===== src/design/lbpg_pkg.sv =====
// Shared types, constants and helper functions for the LED blink pattern generator.
package lbpg_pkg;

    localparam int SEQUENCE_SLOTS = 8;
    localparam int COLOR_COUNT    = 4;
    localparam int MAX_ZONE_LEDS  = 1024;
    localparam int FQ_DEPTH       = 2;

    // turns per Q16.16 time unit, scaled by 2^40
    localparam logic [21:0] TURN_SCALE = 22'd2670177;
    localparam logic signed [35:0] ONE_Q16 = 36'sd65536;

    // pattern numbers
    localparam logic [4:0] PAT_BLINK_A   = 5'd0;
    localparam logic [4:0] PAT_BLINK_B   = 5'd1;
    localparam logic [4:0] PAT_MARQ_A    = 5'd2;
    localparam logic [4:0] PAT_MARQ_B    = 5'd3;
    localparam logic [4:0] PAT_MARQ_C    = 5'd4;
    localparam logic [4:0] PAT_MARQ_D    = 5'd5;
    localparam logic [4:0] PAT_BREATH_A  = 5'd6;
    localparam logic [4:0] PAT_BREATH_B  = 5'd7;
    localparam logic [4:0] PAT_BREATH_C  = 5'd8;
    localparam logic [4:0] PAT_BREATH_D  = 5'd9;
    localparam logic [4:0] PAT_BREATH_E  = 5'd10;
    localparam logic [4:0] PAT_BAND_A    = 5'd11;
    localparam logic [4:0] PAT_BAND_B    = 5'd12;
    localparam logic [4:0] PAT_BAND_C    = 5'd13;
    localparam logic [4:0] PAT_BAND_D    = 5'd14;
    localparam logic [4:0] PAT_FLASH_2   = 5'd15;
    localparam logic [4:0] PAT_FLASH_4   = 5'd16;
    localparam logic [4:0] PAT_FLASH_8   = 5'd17;
    localparam logic [4:0] PAT_FLASH_16  = 5'd18;
    localparam logic [4:0] PAT_ALT_A     = 5'd19;
    localparam logic [4:0] PAT_ALT_B     = 5'd20;

    // time offset modes
    localparam logic [2:0] OFS_NONE  = 3'd0;
    localparam logic [2:0] OFS_PLUS  = 3'd1;
    localparam logic [2:0] OFS_MINUS = 3'd2;
    localparam logic [2:0] OFS_PLUS2 = 3'd3;
    localparam logic [2:0] OFS_MIN2  = 3'd4;

    // register indexes
    localparam logic [2:0] REG_COLOR0   = 3'd0;
    localparam logic [2:0] REG_COLOR1   = 3'd1;
    localparam logic [2:0] REG_COLOR2   = 3'd2;
    localparam logic [2:0] REG_COLOR3   = 3'd3;
    localparam logic [2:0] REG_INTERVAL = 3'd4;
    localparam logic [2:0] REG_TSTEP    = 3'd5;
    localparam logic [2:0] REG_SEQ      = 3'd6;
    localparam logic [2:0] REG_SEQLEN   = 3'd7;

    typedef enum logic [1:0] {
        ST_IDLE,
        ST_DIV,
        ST_PUSH
    } front_state_t;

    typedef struct packed {
        logic [COLOR_COUNT-1:0][23:0] color;
        logic [15:0]                  step_interval;
        logic [15:0]                  time_step;
        logic [39:0]                  pattern_sequence;
        logic [3:0]                   sequence_length;
    } cfg_t;

    typedef struct packed {
        logic        is_tick;
        logic        active;
        logic [2:0]  slot;
        logic [4:0]  pat;
        logic [9:0]  x;
        logic [10:0] w;
        logic [31:0] tm;
    } entry_t;

    function automatic logic [7:0] qwave(input logic [6:0] i);
        logic [7:0] r;
        case (i)
            7'd0: r = 8'd0;     7'd1: r = 8'd3;     7'd2: r = 8'd6;     7'd3: r = 8'd9;
            7'd4: r = 8'd13;    7'd5: r = 8'd16;    7'd6: r = 8'd19;    7'd7: r = 8'd22;
            7'd8: r = 8'd25;    7'd9: r = 8'd28;    7'd10: r = 8'd31;   7'd11: r = 8'd34;
            7'd12: r = 8'd37;   7'd13: r = 8'd40;   7'd14: r = 8'd43;   7'd15: r = 8'd46;
            7'd16: r = 8'd49;   7'd17: r = 8'd52;   7'd18: r = 8'd55;   7'd19: r = 8'd58;
            7'd20: r = 8'd60;   7'd21: r = 8'd63;   7'd22: r = 8'd66;   7'd23: r = 8'd68;
            7'd24: r = 8'd71;   7'd25: r = 8'd74;   7'd26: r = 8'd76;   7'd27: r = 8'd79;
            7'd28: r = 8'd81;   7'd29: r = 8'd84;   7'd30: r = 8'd86;   7'd31: r = 8'd88;
            7'd32: r = 8'd91;   7'd33: r = 8'd93;   7'd34: r = 8'd95;   7'd35: r = 8'd97;
            7'd36: r = 8'd99;   7'd37: r = 8'd101;  7'd38: r = 8'd103;  7'd39: r = 8'd105;
            7'd40: r = 8'd106;  7'd41: r = 8'd108;  7'd42: r = 8'd110;  7'd43: r = 8'd111;
            7'd44: r = 8'd113;  7'd45: r = 8'd114;  7'd46: r = 8'd116;  7'd47: r = 8'd117;
            7'd48: r = 8'd118;  7'd49: r = 8'd119;  7'd50: r = 8'd121;  7'd51: r = 8'd122;
            7'd52: r = 8'd122;  7'd53: r = 8'd123;  7'd54: r = 8'd124;  7'd55: r = 8'd125;
            7'd56: r = 8'd126;  7'd57: r = 8'd126;  7'd58: r = 8'd127;  7'd59: r = 8'd127;
            7'd60: r = 8'd127;  7'd61: r = 8'd128;  7'd62: r = 8'd128;  7'd63: r = 8'd128;
            7'd64: r = 8'd128;
            default: r = 8'd0;
        endcase
        return r;
    endfunction

    // Q0.8 sine brightness from an 8-bit phase
    function automatic logic [7:0] sine_level(input logic [7:0] p);
        logic [7:0] m;
        logic [8:0] b;
        m = p[6] ? qwave(7'd64 - {1'b0, p[5:0]}) : qwave({1'b0, p[5:0]});
        b = p[7] ? (9'd128 - {1'b0, m}) : (9'd128 + {1'b0, m});
        return b[8] ? 8'd255 : b[7:0];
    endfunction

    // floor(ch * b / 255) for one channel
    function automatic logic [7:0] scale_ch(input logic [7:0] ch, input logic [7:0] b);
        logic [16:0] p;
        logic [16:0] q;
        p = 17'(ch) * 17'(b);
        q = p + {8'd0, p[16:8]} + 17'd1;
        return q[15:8];
    endfunction

    function automatic logic [23:0] dim(input logic [23:0] c, input logic [7:0] b);
        return {scale_ch(c[23:16], b), scale_ch(c[15:8], b), scale_ch(c[7:0], b)};
    endfunction

    // |trunc(v / 2^16)|
    function automatic logic [19:0] abs_whole(input logic signed [35:0] v);
        logic [35:0] mag;
        mag = v[35] ? 36'(-v) : 36'(v);
        return mag[35:16];
    endfunction

endpackage


===== src/design/led_blink_pattern_generator_top.sv =====
// Top level of the LED blink pattern generator: config registers and stream channels.
//
// Usage:
//   s_ channel: one request per handshake. s_tuser[0] = 1 is a time tick, 0 a pixel
//   query; s_tdata carries the LED position and zone width. m_ channel returns one
//   result per request, in order: 24-bit color, slot in force and an active flag.
//   Config: write cfg_wdata into register cfg_addr while cfg_we is high; only while
//   the block is idle.
// Flow: the front end takes no new request until the last one is queued (accept, a
//   bit-serial divide of the whole time by the step interval, then a push to the queue).
// Path from accept to m_tvalid: the front end, the queue, then the two back-end stages:
//   sine phase multiply, then color select into the output register.
// Reset (aresetn low, synchronous): time cleared, colors and sequence zeroed,
//   step_interval 1, time_step 1092; queue and output emptied.
// Stall: when m_tready is low the result holds in the output register; the back end
//   and the queue fill behind it, then the front end stops taking requests.
module led_blink_pattern_generator_top #(
    parameter int QUEUE_DEPTH = lbpg_pkg::FQ_DEPTH
) (
    input  logic        aclk,
    input  logic        aresetn,
    input  logic        s_tvalid,
    output logic        s_tready,
    input  logic [23:0] s_tdata,   // led_pos[9:0], zone_width[20:10], zero pad
    input  logic [0:0]  s_tuser,   // req_type[0]
    output logic        m_tvalid,
    input  logic        m_tready,
    output logic [31:0] m_tdata,   // color[23:0], step_index[26:24], zero pad
    output logic [0:0]  m_tuser,   // active[0]
    input  logic        cfg_we,
    input  logic [2:0]  cfg_addr,
    input  logic [39:0] cfg_wdata
);
    import lbpg_pkg::*;

    cfg_t   cfg_reg;
    logic   push, q_full, pop, q_empty;
    entry_t push_entry, q_data;
    logic [23:0] color;
    logic        active;
    logic [2:0]  step;

    // config write port; no read back
    always_ff @(posedge aclk) begin
        if (!aresetn) begin
            cfg_reg.color            <= '0;
            cfg_reg.step_interval    <= 16'd1;
            cfg_reg.time_step        <= 16'd1092;
            cfg_reg.pattern_sequence <= 40'd0;
            cfg_reg.sequence_length  <= 4'd0;
        end else if (cfg_we) begin
            case (cfg_addr)
                REG_COLOR0:   cfg_reg.color[0]         <= cfg_wdata[23:0];
                REG_COLOR1:   cfg_reg.color[1]         <= cfg_wdata[23:0];
                REG_COLOR2:   cfg_reg.color[2]         <= cfg_wdata[23:0];
                REG_COLOR3:   cfg_reg.color[3]         <= cfg_wdata[23:0];
                REG_INTERVAL: cfg_reg.step_interval    <= cfg_wdata[15:0];
                REG_TSTEP:    cfg_reg.time_step        <= cfg_wdata[15:0];
                REG_SEQ:      cfg_reg.pattern_sequence <= cfg_wdata;
                REG_SEQLEN:   cfg_reg.sequence_length  <= cfg_wdata[3:0];
                default: ;
            endcase
        end
    end

    // front end: time accumulator and slot divider
    lbpg_front u_front (
        .aclk       (aclk),
        .aresetn    (aresetn),
        .cfg        (cfg_reg),
        .in_valid   (s_tvalid),
        .in_ready   (s_tready),
        .in_tick    (s_tuser[0]),
        .in_x       (s_tdata[9:0]),
        .in_w       (s_tdata[20:10]),
        .push       (push),
        .push_entry (push_entry),
        .q_full     (q_full)
    );

    lbpg_queue #(.DEPTH(QUEUE_DEPTH)) u_queue (
        .aclk    (aclk),
        .aresetn (aresetn),
        .wr_en   (push),
        .wr_data (push_entry),
        .full    (q_full),
        .rd_en   (pop),
        .rd_data (q_data),
        .empty   (q_empty)
    );

    // back end: pattern color and output register
    lbpg_back u_back (
        .aclk       (aclk),
        .aresetn    (aresetn),
        .cfg        (cfg_reg),
        .q_data     (q_data),
        .q_empty    (q_empty),
        .pop        (pop),
        .out_valid  (m_tvalid),
        .out_ready  (m_tready),
        .out_color  (color),
        .out_active (active),
        .out_step   (step)
    );

    assign m_tdata = {5'd0, step, color};
    assign m_tuser = active;

endmodule


===== src/design/lbpg_front.sv =====
// Front end: accepts requests, advances time on ticks, finds the sequence slot.
module lbpg_front (
    input  logic                 aclk,
    input  logic                 aresetn,
    input  lbpg_pkg::cfg_t       cfg,
    input  logic                 in_valid,
    output logic                 in_ready,
    input  logic                 in_tick,
    input  logic [9:0]           in_x,
    input  logic [10:0]          in_w,
    output logic                 push,
    output lbpg_pkg::entry_t     push_entry,
    input  logic                 q_full
);
    import lbpg_pkg::*;

    front_state_t state_reg, state_next;
    logic [31:0] time_reg;
    logic        tick_reg;
    logic [9:0]  x_reg;
    logic [10:0] w_reg;
    logic [16:0] rem_reg;
    logic [3:0]  slot_rem_reg;
    logic [3:0]  bit_cnt_reg;

    logic        accept;
    logic [3:0]  len;
    logic [15:0] iv;
    logic [15:0] num;
    logic [16:0] shifted;
    logic        q_bit;
    logic [16:0] rem_step;
    logic [3:0]  r2;
    logic [3:0]  slot_step;

    assign len = (cfg.sequence_length > 4'(SEQUENCE_SLOTS)) ? 4'(SEQUENCE_SLOTS)
                                                           : cfg.sequence_length;
    assign iv  = (cfg.step_interval == 16'd0) ? 16'd1 : cfg.step_interval;
    assign num = time_reg[31:16];

    // one quotient bit per cycle; slot remainder mod len tracked alongside
    assign shifted   = {rem_reg[15:0], num[bit_cnt_reg]};
    assign q_bit     = shifted >= {1'b0, iv};
    assign rem_step  = q_bit ? (shifted - {1'b0, iv}) : shifted;
    assign r2        = {slot_rem_reg[2:0], q_bit};
    assign slot_step = (len != 4'd0 && r2 >= len) ? (r2 - len) : r2;

    assign accept = in_valid && in_ready;

    always_comb begin
        state_next = state_reg;
        case (state_reg)
            ST_IDLE: if (in_valid) state_next = ST_DIV;
            ST_DIV:  if (bit_cnt_reg == 4'd0) state_next = ST_PUSH;
            ST_PUSH: if (!q_full) state_next = ST_IDLE;
            default: state_next = ST_IDLE;
        endcase
    end

    always_comb begin
        in_ready = 1'b0;
        push     = 1'b0;
        case (state_reg)
            ST_IDLE: in_ready = 1'b1;
            ST_DIV:  ;
            ST_PUSH: push = !q_full;
            default: ;
        endcase
    end

    always_comb begin
        push_entry.is_tick = tick_reg;
        push_entry.active  = len != 4'd0;
        push_entry.slot    = (len == 4'd0) ? 3'd0 : slot_rem_reg[2:0];
        push_entry.pat     = cfg.pattern_sequence[int'(slot_rem_reg[2:0]) * 5 +: 5];
        push_entry.x       = x_reg;
        push_entry.w       = w_reg;
        push_entry.tm      = time_reg;
    end

    always_ff @(posedge aclk) begin
        if (!aresetn) begin
            state_reg <= ST_IDLE;
            time_reg  <= 32'd0;
        end else begin
            state_reg <= state_next;
            if (accept && in_tick)
                time_reg <= time_reg + {16'd0, cfg.time_step};
        end
    end

    always_ff @(posedge aclk) begin
        if (accept) begin
            tick_reg     <= in_tick;
            x_reg        <= in_x;
            w_reg        <= in_w;
            rem_reg      <= 17'd0;
            slot_rem_reg <= 4'd0;
            bit_cnt_reg  <= 4'd15;
        end else if (state_reg == ST_DIV) begin
            rem_reg      <= rem_step;
            slot_rem_reg <= slot_step;
            bit_cnt_reg  <= bit_cnt_reg - 4'd1;
        end
    end

    a_accept_starts_div: assert property (@(posedge aclk) disable iff (!aresetn)
        accept |=> state_reg == ST_DIV)
        else $error("front did not start divide after accept");

    a_slot_in_range: assert property (@(posedge aclk) disable iff (!aresetn)
        push && push_entry.active |-> {1'b0, push_entry.slot} < len)
        else $error("slot outside sequence length");

endmodule


===== src/design/lbpg_queue.sv =====
// Short FIFO between the front end and the color back end.
module lbpg_queue #(
    parameter int DEPTH = lbpg_pkg::FQ_DEPTH
) (
    input  logic              aclk,
    input  logic              aresetn,
    input  logic              wr_en,
    input  lbpg_pkg::entry_t  wr_data,
    output logic              full,
    input  logic              rd_en,
    output lbpg_pkg::entry_t  rd_data,
    output logic              empty
);
    import lbpg_pkg::*;

    localparam int PW = (DEPTH > 1) ? $clog2(DEPTH) : 1;
    localparam int CW = $clog2(DEPTH + 1);

    entry_t        mem [DEPTH];
    logic [PW-1:0] wr_ptr_reg, rd_ptr_reg;
    logic [CW-1:0] count_reg;

    assign full    = count_reg == CW'(DEPTH);
    assign empty   = count_reg == CW'(0);
    assign rd_data = mem[rd_ptr_reg];

    always_ff @(posedge aclk) begin
        if (wr_en)
            mem[wr_ptr_reg] <= wr_data;
    end

    always_ff @(posedge aclk) begin
        if (!aresetn) begin
            wr_ptr_reg <= '0;
            rd_ptr_reg <= '0;
            count_reg  <= '0;
        end else begin
            if (wr_en)
                wr_ptr_reg <= (wr_ptr_reg == PW'(DEPTH - 1)) ? '0 : wr_ptr_reg + PW'(1);
            if (rd_en)
                rd_ptr_reg <= (rd_ptr_reg == PW'(DEPTH - 1)) ? '0 : rd_ptr_reg + PW'(1);
            if (wr_en && !rd_en)
                count_reg <= count_reg + CW'(1);
            else if (rd_en && !wr_en)
                count_reg <= count_reg - CW'(1);
        end
    end

    a_no_overflow: assert property (@(posedge aclk) disable iff (!aresetn)
        wr_en |-> !full)
        else $error("queue write while full");

    a_no_underflow: assert property (@(posedge aclk) disable iff (!aresetn)
        rd_en |-> !empty)
        else $error("queue read while empty");

endmodule


===== src/design/lbpg_back.sv =====
// Back end: sine phase multiply, pattern color selection and output register.
module lbpg_back (
    input  logic              aclk,
    input  logic              aresetn,
    input  lbpg_pkg::cfg_t    cfg,
    input  lbpg_pkg::entry_t  q_data,
    input  logic              q_empty,
    output logic              pop,
    output logic              out_valid,
    input  logic              out_ready,
    output logic [23:0]       out_color,
    output logic              out_active,
    output logic [2:0]        out_step
);
    import lbpg_pkg::*;

    logic        s1_valid_reg;
    entry_t      s1_reg;
    logic [53:0] prod_reg;
    logic        o_valid_reg;
    logic [23:0] o_color_reg;
    logic        o_active_reg;
    logic [2:0]  o_step_reg;

    logic        advance;
    logic        s1_take;
    logic        even;
    logic [10:0] w_sat;
    logic [2:0]  mode;
    logic [1:0]  bank;
    logic signed [35:0] base, tq, v;
    logic [19:0] a0, a1;
    logic [7:0]  lvl1, lvl2, lvlf;
    logic [2:0]  fk;
    logic [23:0] base_color;
    logic [7:0]  bright;
    logic        use_dim;
    logic [23:0] pix;

    assign advance = !o_valid_reg || out_ready;
    assign s1_take = !s1_valid_reg || advance;
    assign pop     = s1_take && !q_empty;

    assign even  = !s1_reg.tm[16];
    assign w_sat = (s1_reg.w > 11'(MAX_ZONE_LEDS)) ? 11'(MAX_ZONE_LEDS) : s1_reg.w;

    always_comb begin
        mode = OFS_NONE;
        case (s1_reg.pat)
            PAT_MARQ_A, PAT_BREATH_B, PAT_BAND_A:   mode = OFS_PLUS;
            PAT_MARQ_B, PAT_BREATH_D, PAT_BAND_B:   mode = OFS_MINUS;
            PAT_MARQ_C, PAT_BAND_C:                 mode = OFS_PLUS2;
            PAT_MARQ_D, PAT_BAND_D:                 mode = OFS_MIN2;
            default:                                mode = OFS_NONE;
        endcase
    end

    assign base = $signed({10'd0, s1_reg.x, 16'd0});
    assign tq   = $signed({4'd0, s1_reg.tm});

    always_comb begin
        case (mode)
            OFS_PLUS:  v = base + tq;
            OFS_MINUS: v = base - tq;
            OFS_PLUS2: v = base + (tq <<< 1);
            OFS_MIN2:  v = base - (tq <<< 1);
            default:   v = base;
        endcase
    end

    assign a0 = abs_whole(v);
    assign a1 = abs_whole(v + ONE_Q16);

    // phase of sine(mult = 2^k) is bits [39-k:32-k] of time * TURN_SCALE;
    // flash patterns use mult 2, 4, 8, 16, so k = pat - 14
    assign fk   = 3'(s1_reg.pat - PAT_BAND_D);
    assign lvl1 = sine_level(prod_reg[39:32]);
    assign lvl2 = sine_level(prod_reg[38:31]);
    assign lvlf = sine_level(prod_reg[6'd39 - 6'(fk) -: 8]);

    always_comb begin
        base_color = 24'd0;
        bright     = 8'd255;
        use_dim    = 1'b0;
        bank       = 2'd0;
        case (s1_reg.pat)
            PAT_BLINK_A, PAT_BLINK_B, PAT_MARQ_A, PAT_MARQ_B, PAT_MARQ_C, PAT_MARQ_D: begin
                bank = s1_reg.pat[0] ? 2'd2 : 2'd0;
                if (!a0[0])
                    base_color = 24'd0;
                else if (a1[1:0] == 2'd0)
                    base_color = cfg.color[even ? bank : bank + 2'd1];
                else
                    base_color = cfg.color[even ? bank + 2'd1 : bank];
            end
            PAT_BREATH_A, PAT_BREATH_B, PAT_BREATH_C, PAT_BREATH_D: begin
                bank = s1_reg.pat[1] ? 2'd0 : 2'd2;
                if (a0[0]) begin
                    use_dim = 1'b1;
                    if (a1[1:0] == 2'd0) begin
                        base_color = cfg.color[bank];
                        bright     = lvl1;
                    end else begin
                        base_color = cfg.color[bank + 2'd1];
                        bright     = lvl2;
                    end
                end
            end
            PAT_BREATH_E: begin
                use_dim    = 1'b1;
                base_color = cfg.color[s1_reg.x[1:0]];
                bright     = s1_reg.x[0] ? 8'd255 - lvl1 : lvl1;
            end
            PAT_BAND_A, PAT_BAND_B, PAT_BAND_C, PAT_BAND_D:
                base_color = cfg.color[a0[1:0]];
            PAT_FLASH_2, PAT_FLASH_4, PAT_FLASH_8, PAT_FLASH_16:
                base_color = (lvlf > 8'd128) ? cfg.color[s1_reg.x[1:0]] : 24'd0;
            PAT_ALT_A:
                base_color = ({s1_reg.x, 1'b0} >= w_sat) ? cfg.color[even ? 2'd0 : 2'd1]
                                                         : cfg.color[even ? 2'd1 : 2'd0];
            PAT_ALT_B:
                base_color = ({s1_reg.x, 1'b0} >= w_sat) ? cfg.color[even ? 2'd2 : 2'd3]
                                                         : cfg.color[even ? 2'd3 : 2'd2];
            default: base_color = 24'd0;
        endcase
    end

    assign pix = (s1_reg.is_tick || !s1_reg.active) ? 24'd0
               : (use_dim ? dim(base_color, bright) : base_color);

    always_ff @(posedge aclk) begin
        if (!aresetn) begin
            s1_valid_reg <= 1'b0;
            o_valid_reg  <= 1'b0;
        end else begin
            if (s1_take)
                s1_valid_reg <= !q_empty;
            if (advance)
                o_valid_reg <= s1_valid_reg;
        end
    end

    always_ff @(posedge aclk) begin
        if (pop) begin
            s1_reg   <= q_data;
            prod_reg <= q_data.tm * TURN_SCALE;
        end
        if (advance && s1_valid_reg) begin
            o_color_reg  <= pix;
            o_active_reg <= s1_reg.active;
            o_step_reg   <= s1_reg.slot;
        end
    end

    assign out_valid  = o_valid_reg;
    assign out_color  = o_color_reg;
    assign out_active = o_active_reg;
    assign out_step   = o_step_reg;

    a_inactive_dark: assert property (@(posedge aclk) disable iff (!aresetn)
        o_valid_reg && !o_active_reg |-> o_color_reg == 24'd0 && o_step_reg == 3'd0)
        else $error("inactive result carries color or slot");

endmodule

===== config.mk =====
export PLATFORM = sky130hd
export DESIGN_NAME = led_blink_pattern_generator_top
export DESIGN_NICKNAME = d
export VERILOG_FILES = /design/src/design/lbpg_pkg.sv /design/src/design/led_blink_pattern_generator_top.sv /design/src/design/lbpg_front.sv /design/src/design/lbpg_queue.sv /design/src/design/lbpg_back.sv
export SDC_FILE = /design/constraint.sdc
export NUM_CORES = 2
export LEC_CHECK = 0
export ABC_CLOCK_PERIOD_IN_PS = 34800
export BUFFER_PORTS_ARGS = -buffer_cell sky130_fd_sc_hd__buf_2
export CORE_AREA = 2 2 280 282
export DETAILED_ROUTE_END_ITERATION = 10
export DIE_AREA = 0 0 282 284
export GPL_ROUTABILITY_DRIVEN = 0
export PLACE_DENSITY = 0.87
export SETUP_SLACK_MARGIN = 0.1
export SLEW_MARGIN = 25
export SYNTH_ARGS = -nofsm -noshare
export SYNTH_HDL_FRONTEND = slang
export SYNTH_MEMORY_MAX_BITS = 65536
export SYNTH_SLANG_ARGS = --single-unit

===== constraint.sdc =====
create_clock -name aclk -period 34.8 [get_ports aclk]
set_clock_uncertainty 0.05 [all_clocks]
set_input_delay 10.44 -clock aclk [delete_from_list [all_inputs] [get_ports aclk]]
set_output_delay 10.44 -clock aclk [all_outputs]
set_load 0.03 [all_outputs]

Word level (Yosys, flattened, before mapping)
Memory sizes are Yosys's and may differ from the RTL's. A register that Yosys moved wholly into a read port is not among the register bits.
Index checks and enable logic that the tools add are counted.
Widths: inputs -> output; s select.
- bits in registers: 402
- memory bits (writable): 126
- bits in read-only memories: 4656
- bits of input ports: 73
- word-level logic and storage cells: 257
- memories kept: 8
- add/subtract/negate cells: 35
- $mul: 5
- magnitude comparators: 17
- equal/unequal tests: 37
- shifts and indexed selects: 2
- muxes and demuxes: 81
- reduce and logical (&&, ||, !) cells: 40
- memories (memory ; words ; width ; read ports ; clocked after memory_dff ; wr ports ; RTL line ; RTL):
    (name not given) ; 128 ; 8 ; 1 ; 0 ; 0 ; lbpg_pkg.sv:79 ; case (i)
    (name not given) ; 128 ; 8 ; 1 ; 0 ; 0 ; lbpg_pkg.sv:79 ;
    (name not given) ; 128 ; 8 ; 1 ; 0 ; 0 ; lbpg_pkg.sv:79 ;
    (name not given) ; 64 ; 8 ; 1 ; 0 ; 0 ; lbpg_pkg.sv:79 ;
    (name not given) ; 64 ; 8 ; 1 ; 1 ; 0 ; lbpg_pkg.sv:79 ;
    (name not given) ; 64 ; 8 ; 1 ; 1 ; 0 ; lbpg_pkg.sv:79 ;
    +2 memories ; -- ; -- ; -- ; -- ; -- ; -- ;
- operator list (kind ; count):
    $bmux 24 s2 ; 10
    $mux 24 ; 18
    $pmux 24 s7 ; 1
    $pmux 36 s4 ; 1
    $mux 8 ; 9
    $shiftx 61x7->8 ; 1
    $mul 32x22->54 const B ; 1
    $add 16x1->16 const B ; 3
    $add 16x8->16 ; 3
    $mul 8x8->16 ; 3
    $eq 5x4->1 const B ; 8
    $shiftx 40x32->5 ; 1
    $add 36x18->36 const B ; 1
    $mux 18 ; 2
    $neg 18->18 ; 2
    $add 26x33->34 ; 1
    $sub 26x33->34 ; 1
    $add 26x32->33 ; 1
    $sub 26x32->33 ; 1
    $add 32x16->32 ; 1
    $mux 16 ; 2
    $lt 2x3->1 const B ; 10
    $add 8x8->9 const A ; 3
    $mux 9 ; 3
    54 further kinds ; 130

Logic depth before layout (Yosys ltp)
An unclocked memory read counts as a cell.
- depth in word-level cells: 16
- mapped depth: 58

Hierarchy
From an unflattened synthesis, not the netlist that was laid out.
- cell total of the unflattened synthesis: 5258
- area total of the unflattened synthesis: 51315.5 sq um
- by module, submodules not included (module ; instances ; cells an instance ; area an instance (sq um)):
    lbpg_back ; 1 ; 3838 ; 34898.5
    led_blink_pattern_generator_top ; 1 ; 623 ; 6354.8
    lbpg_front ; 1 ; 579 ; 5277.6
    lbpg_queue ; 1 ; 218 ; 4784.6

Least setup slack after synthesis
OpenSTA, ideal clock, no wires.
- kind: input to register
- from: input m_tready
- to: register (tool-made name)
- library setup time: 0.136 ns
- arrival time: 15.381 ns
- data required time: 34.614 ns
- path slack: 19.233 ns
- cell stages on the path: 16
- buffers on the path: 4
- path through: nor2b_1 nand2_1 o21ai_0 inv_1 clkbuf_1 clkbuf_1 a21o_1 clkbuf_1 inv_1 ha_1 buf_1 o21ai_0 o221ai_1 a21oi_1 or3_1 a31oi_1
- RTL lines (item ; RTL line ; RTL):
    start: declaration ; led_blink_pattern_generator_top.sv:27 ; input logic m_tready,

Worst setup path after layout
- from: register u_back.s1_reg[55] in the netlist's numbering
- to: register u_back.o_color_reg[23], in the netlist u_back.out_color[23] (data pin)
- longest elaborated chain between the ends: 16
- elaborated cells between the ends (all ways): 45
- those cells by class: add/sub: 7; mul: 1; order compare: 1; eq/ne: 20; shift: 1; mux: 8; reduce/logical: 5; memory: 2
- ends and longest elaborated chain (item ; RTL line ; RTL):
    start: declaration ; lbpg_back.sv:18 ; entry_t s1_reg;
    start signal: assignment ; lbpg_back.sv:145 ; s1_reg <= q_data;
    $sub 3x3->3 ; lbpg_back.sv:76 ; assign fk = 3'(s1_reg.pat - PAT_BAND_D);
    $sub 6x3->6 ; lbpg_back.sv:79 ; assign lvlf = sine_level(prod_reg[6'd39 - 6'(fk) -: 8]);
    $shiftx 61x7->8 ; lbpg_back.sv:79 ;
    $sub 7x6->7 ; lbpg_pkg.sv:106 ; m = p[6] ? qwave(7'd64 - {1'b0, p[5:0]}) : qwave({1'b0, p[5:0]});
    $mem_v2 128x8 ; -- ;
    $mux 8 ; lbpg_pkg.sv:106 ;
    $add 8x8->9 or $sub 8x8->9 (tied branches) ; lbpg_pkg.sv:107 ; b = p[7] ? (9'd128 - {1'b0, m}) : (9'd128 + {1'b0, m});
    $mux 9 ; lbpg_pkg.sv:107 ;
    $mux 8 ; lbpg_pkg.sv:108 ; return b[8] ? 8'd255 : b[7:0];
    $gt 8x8->1 ; lbpg_back.sv:117 ; base_color = (lvlf > 8'd128) ? cfg.color[s1_reg.x[1:0]] : 24'd0;
    $mux 24 ; lbpg_back.sv:117 ;
    $pmux 24 s7 ; lbpg_back.sv:86 ; case (s1_reg.pat)
    $mul 8x8->16 ; lbpg_pkg.sv:115 ; p = 17'(ch) * 17'(b);
    $add 16x8->16 ; lbpg_pkg.sv:116 ; q = p + {8'd0, p[16:8]} + 17'd1;
    $add 16x1->16 ; lbpg_pkg.sv:116 ;
    $mux 24 (*) ; lbpg_back.sv:129 ; : (use_dim ? dim(base_color, bright) : base_color);
    end signal: assignment ; lbpg_back.sv:149 ; o_color_reg <= pix;
    end: declaration ; lbpg_back.sv:21 ; logic [23:0] o_color_reg;
Every way passes the cells marked *; elsewhere a longest branch is shown, timed or not.
A chain may end at the register's enable or synchronous reset.

==> reports/metrics.yaml <==
run_status:
  status: "completed"
cells_and_area:
  multiInputGateArea_sq_um: 33800
  largest_reg_flops: 172
  finish.utilization_pct: 68.8
  areaGrowthSynthToFinish_pct: 6.68
  drive_above_1_share_pct: 10.5
  final_nets: 6117
  final-seq-area_sq_um: 12700
  n_antenna_cell: 0
  final.fill_count: 5264
floorplan:
  rows: 102
  die_x_um: 282
  start_util_pct: 64.5
  dieArea_sq_um: 80100
  core_area_sq_um: 77000
  die_h_um: 284
  io_pins: 108
run:
  cap_violations: 0
setup_path:
  rr_worst_depth: 51
  start_kind: "flop"
  crit_cells: 51
  reg2reg_from: "u_back.s1_reg[55]"
  slowest_stage: "edfxtp_1"
  ff2ff_setup_slack_ns: 20.78
  crit_fanout: 28
  cpPeakStageDelay_ns: 0.98
  crit_family: "compound AO/OA/AOI/OAI gates"
  worst_path_most_repeated_cell: "inv_1"
  worstPathArrival_ns: 14.31
  crit_path_start: "u_back.s1_reg[55]"
  endpoint: "u_back.out_color[23]"
  timing.rr.end: "u_back.out_color[23]"
  setup.worst_path.class: "reg -> reg"
  path_buf_inv: 10
  required_ns: 35.10
  end_kind: "flop"
min_path:
  hold_class: "reg -> reg"
drt:
  vias: 41328
  finalWirelength_mm: 134
  drc: 0
  vias_per_cell: 6.54
  first_pass_iters: 9
  drtIter0Drc: 5166
  final_antenna_net_count: 0
  routedWlPerCell_um: 21.2
grt:
  first_global_vias: 41017
  overflow: 0
  antenna_found_initial: 4
  grt_max_degree: 125
  grt_pass1_wl_mm: 214
  grtUsageTotal_pct: 33.3
sta:
  tns_ns: 0
  rsz0062_at_grt: "false"
  slew_viol_final: 0
  post-route-period-util_pct: 40.3
  tightest_slew_ns: 1.14
  fmax_ghz: 0.0713
  min_period_ns: 14.02
  setup_viol: 0
  maxSlewHeadroom_pct: 24.3
  hold_viol_final: 0
yosys:
  syn_inst: 5272
  synth_edf_count: 254
  synth_area_sq_um: 49700
  ys_async_sr_fraction_pct: 0
  synth_seq_cells: 509
  seq_area_frac_synth_pct: 25.6
  synth_flop_cell: "dfxtp_1"
  avgSynthCellArea_sq_um: 9.42
  ys_types: 103
  yosys_warnings: 0
clock_network:
  cts_made_buffers: 54
  cts_max_path_buffers: 3
  cts.root.buffer_cell: "clkbuf_16"
  path_clk_slew_ns: 0.07
  cts-resized-gates: 0
  cts.sinks: 509
  insertion_delay_ns: 0.68
  htree_levels: 2
  tritoncts: "yes"
  cts-hold-fix-buffers: 0
  postCtsSetupBuffers: 0
place:
  io_buffers: 99
  hpwl_mm: 92.5
==> through the flow <==
stage	setup WS, ns	instance area, sq um	std cells	hold WS [ns]
floorplan	19.23	49700	5276	0.350
finish	20.78	53000	6315	0.369
detailed placement	20.74	51000	6210	0.356
global route	19.83	53000	6315	0.373
global placement	20.87	51000	6210	0.358
CTS	21.13	52900	6312	0.368
==> per-layer routing <==
metal / up-vias / wire (um) / share of wire (%) / global-route usage [%]
met3: 626 / 13700 / 10 / 6.17
met2: 2497 / 63800 / 48 / 54.8
li1: 18412 / - / - / -
met4: 8 / 7200 / 5.4 / 16.3
met5: - / 44 / 0.033 / 0
met1: 19785 / 49200 / 37 / 42.2
==> layout make-up <==
type                            count  area share (%)
Tap cell                         1040            2.46
Multi-Input combinational cell   3901            63.8
Sequential cell                   509            24.0
Inverter                          600            4.26
Clock buffer                       72            2.91
Clock inverter                     30           0.699
Timing Repair Buffer              163            1.87
==> cells in the mapped netlist (all sizes together) (12+ instances only) <==
cell type / number / share of area, %
inv: 596 / 4.5
nand2: 596 / 4.5
ha: 486 / 12
nor2: 379 / 2.9
fa: 329 / 13
dfxtp: 255 / 10
edfxtp: 254 / 15
clkbuf: 223 / 1.7
a21oi: 216 / 2.2
a21boi: 196 / 3.1
o21ai: 169 / 1.7
xnor2: 137 / 2.4
mux2i: 127 / 2.6
mux4: 117 / 5.3
nand3: 85 / 0.86
nor3: 67 / 0.68
mux2: 60 / 1.4
xor2: 60 / 1.1
a211oi: 54 / 0.82
and2: 45 / 0.57
o211ai: 45 / 0.68
or2: 45 / 0.57
buf: 43 / 0.42
nor2b: 42 / 0.53
nand2b: 41 / 0.52
a31oi: 39 / 0.52
a21o: 35 / 0.53
o221ai: 35 / 0.62
a221oi: 30 / 0.73
o22ai: 29 / 0.37
or3: 28 / 0.35
nand4: 27 / 0.34
o31ai: 26 / 0.40
o21a: 25 / 0.38
nor4: 24 / 0.33
and3: 23 / 0.29
o21bai: 23 / 0.35
o311ai: 23 / 0.41
a22o: 21 / 0.37
a2111oi: 15 / 0.28
a211o: 13 / 0.23
a22oi: 13 / 0.20
a311oi: 13 / 0.24
o32ai: 13 / 0.28
o2111ai: 12 / 0.21
==> worst min-delay path by stage <==
stage / from / end / slack [ns] / cells past startpoint
2_1_floorplan: u_back.s1_reg[58] / u_back.out_step[0] / 0.35 / 0
3_3_place_gp: u_back.s1_reg[60] / u_back.out_step[2] / 0.36 / 0
3_5_place_dp: u_back.s1_reg[58] / u_back.out_step[0] / 0.36 / 0
4_1_cts: u_back.s1_reg[58] / u_back.out_step[0] / 0.37 / 0
5_1_grt: u_back.s1_reg[58] / u_back.out_step[0] / 0.37 / 0
6_report: u_back.s1_reg[58] / u_back.out_step[0] / 0.37 / 0
==> layout by cell type, fill, tap and decap left out, types with 65 or more instances in the layout <==
cell type,Yosys,routed
nand2_1,596,593
inv_1,593,592
ha_1,486,486
nor2_1,378,375
fa_1,329,329
dfxtp_1,255,254
edfxtp_1,254,254
a21oi_1,215,215
a21boi_0,189,189
o21ai_0,164,162
xnor2_1,135,133
mux2i_1,127,127
mux4_2,117,117
buf_2,15,98
nand3_1,85,85
nor3_1,67,65
==> cell families after synthesis <==
logic type	Yosys count	share of synthesized area, %
and+or+nand+nor	1452	13.3
AOI/OAI and AO/OA	1123	16.1
buffers and inverters	866	6.64
adders and majority gates	819	25.6
DFF	509	25.6
muxes	304	9.23
xor gates and xnor gates	198	3.55
other	1	0.00755
Power is left out: the tool's default activity adds up to more than one toggle a clock period on the data nets, which glitch-free logic cannot reach.
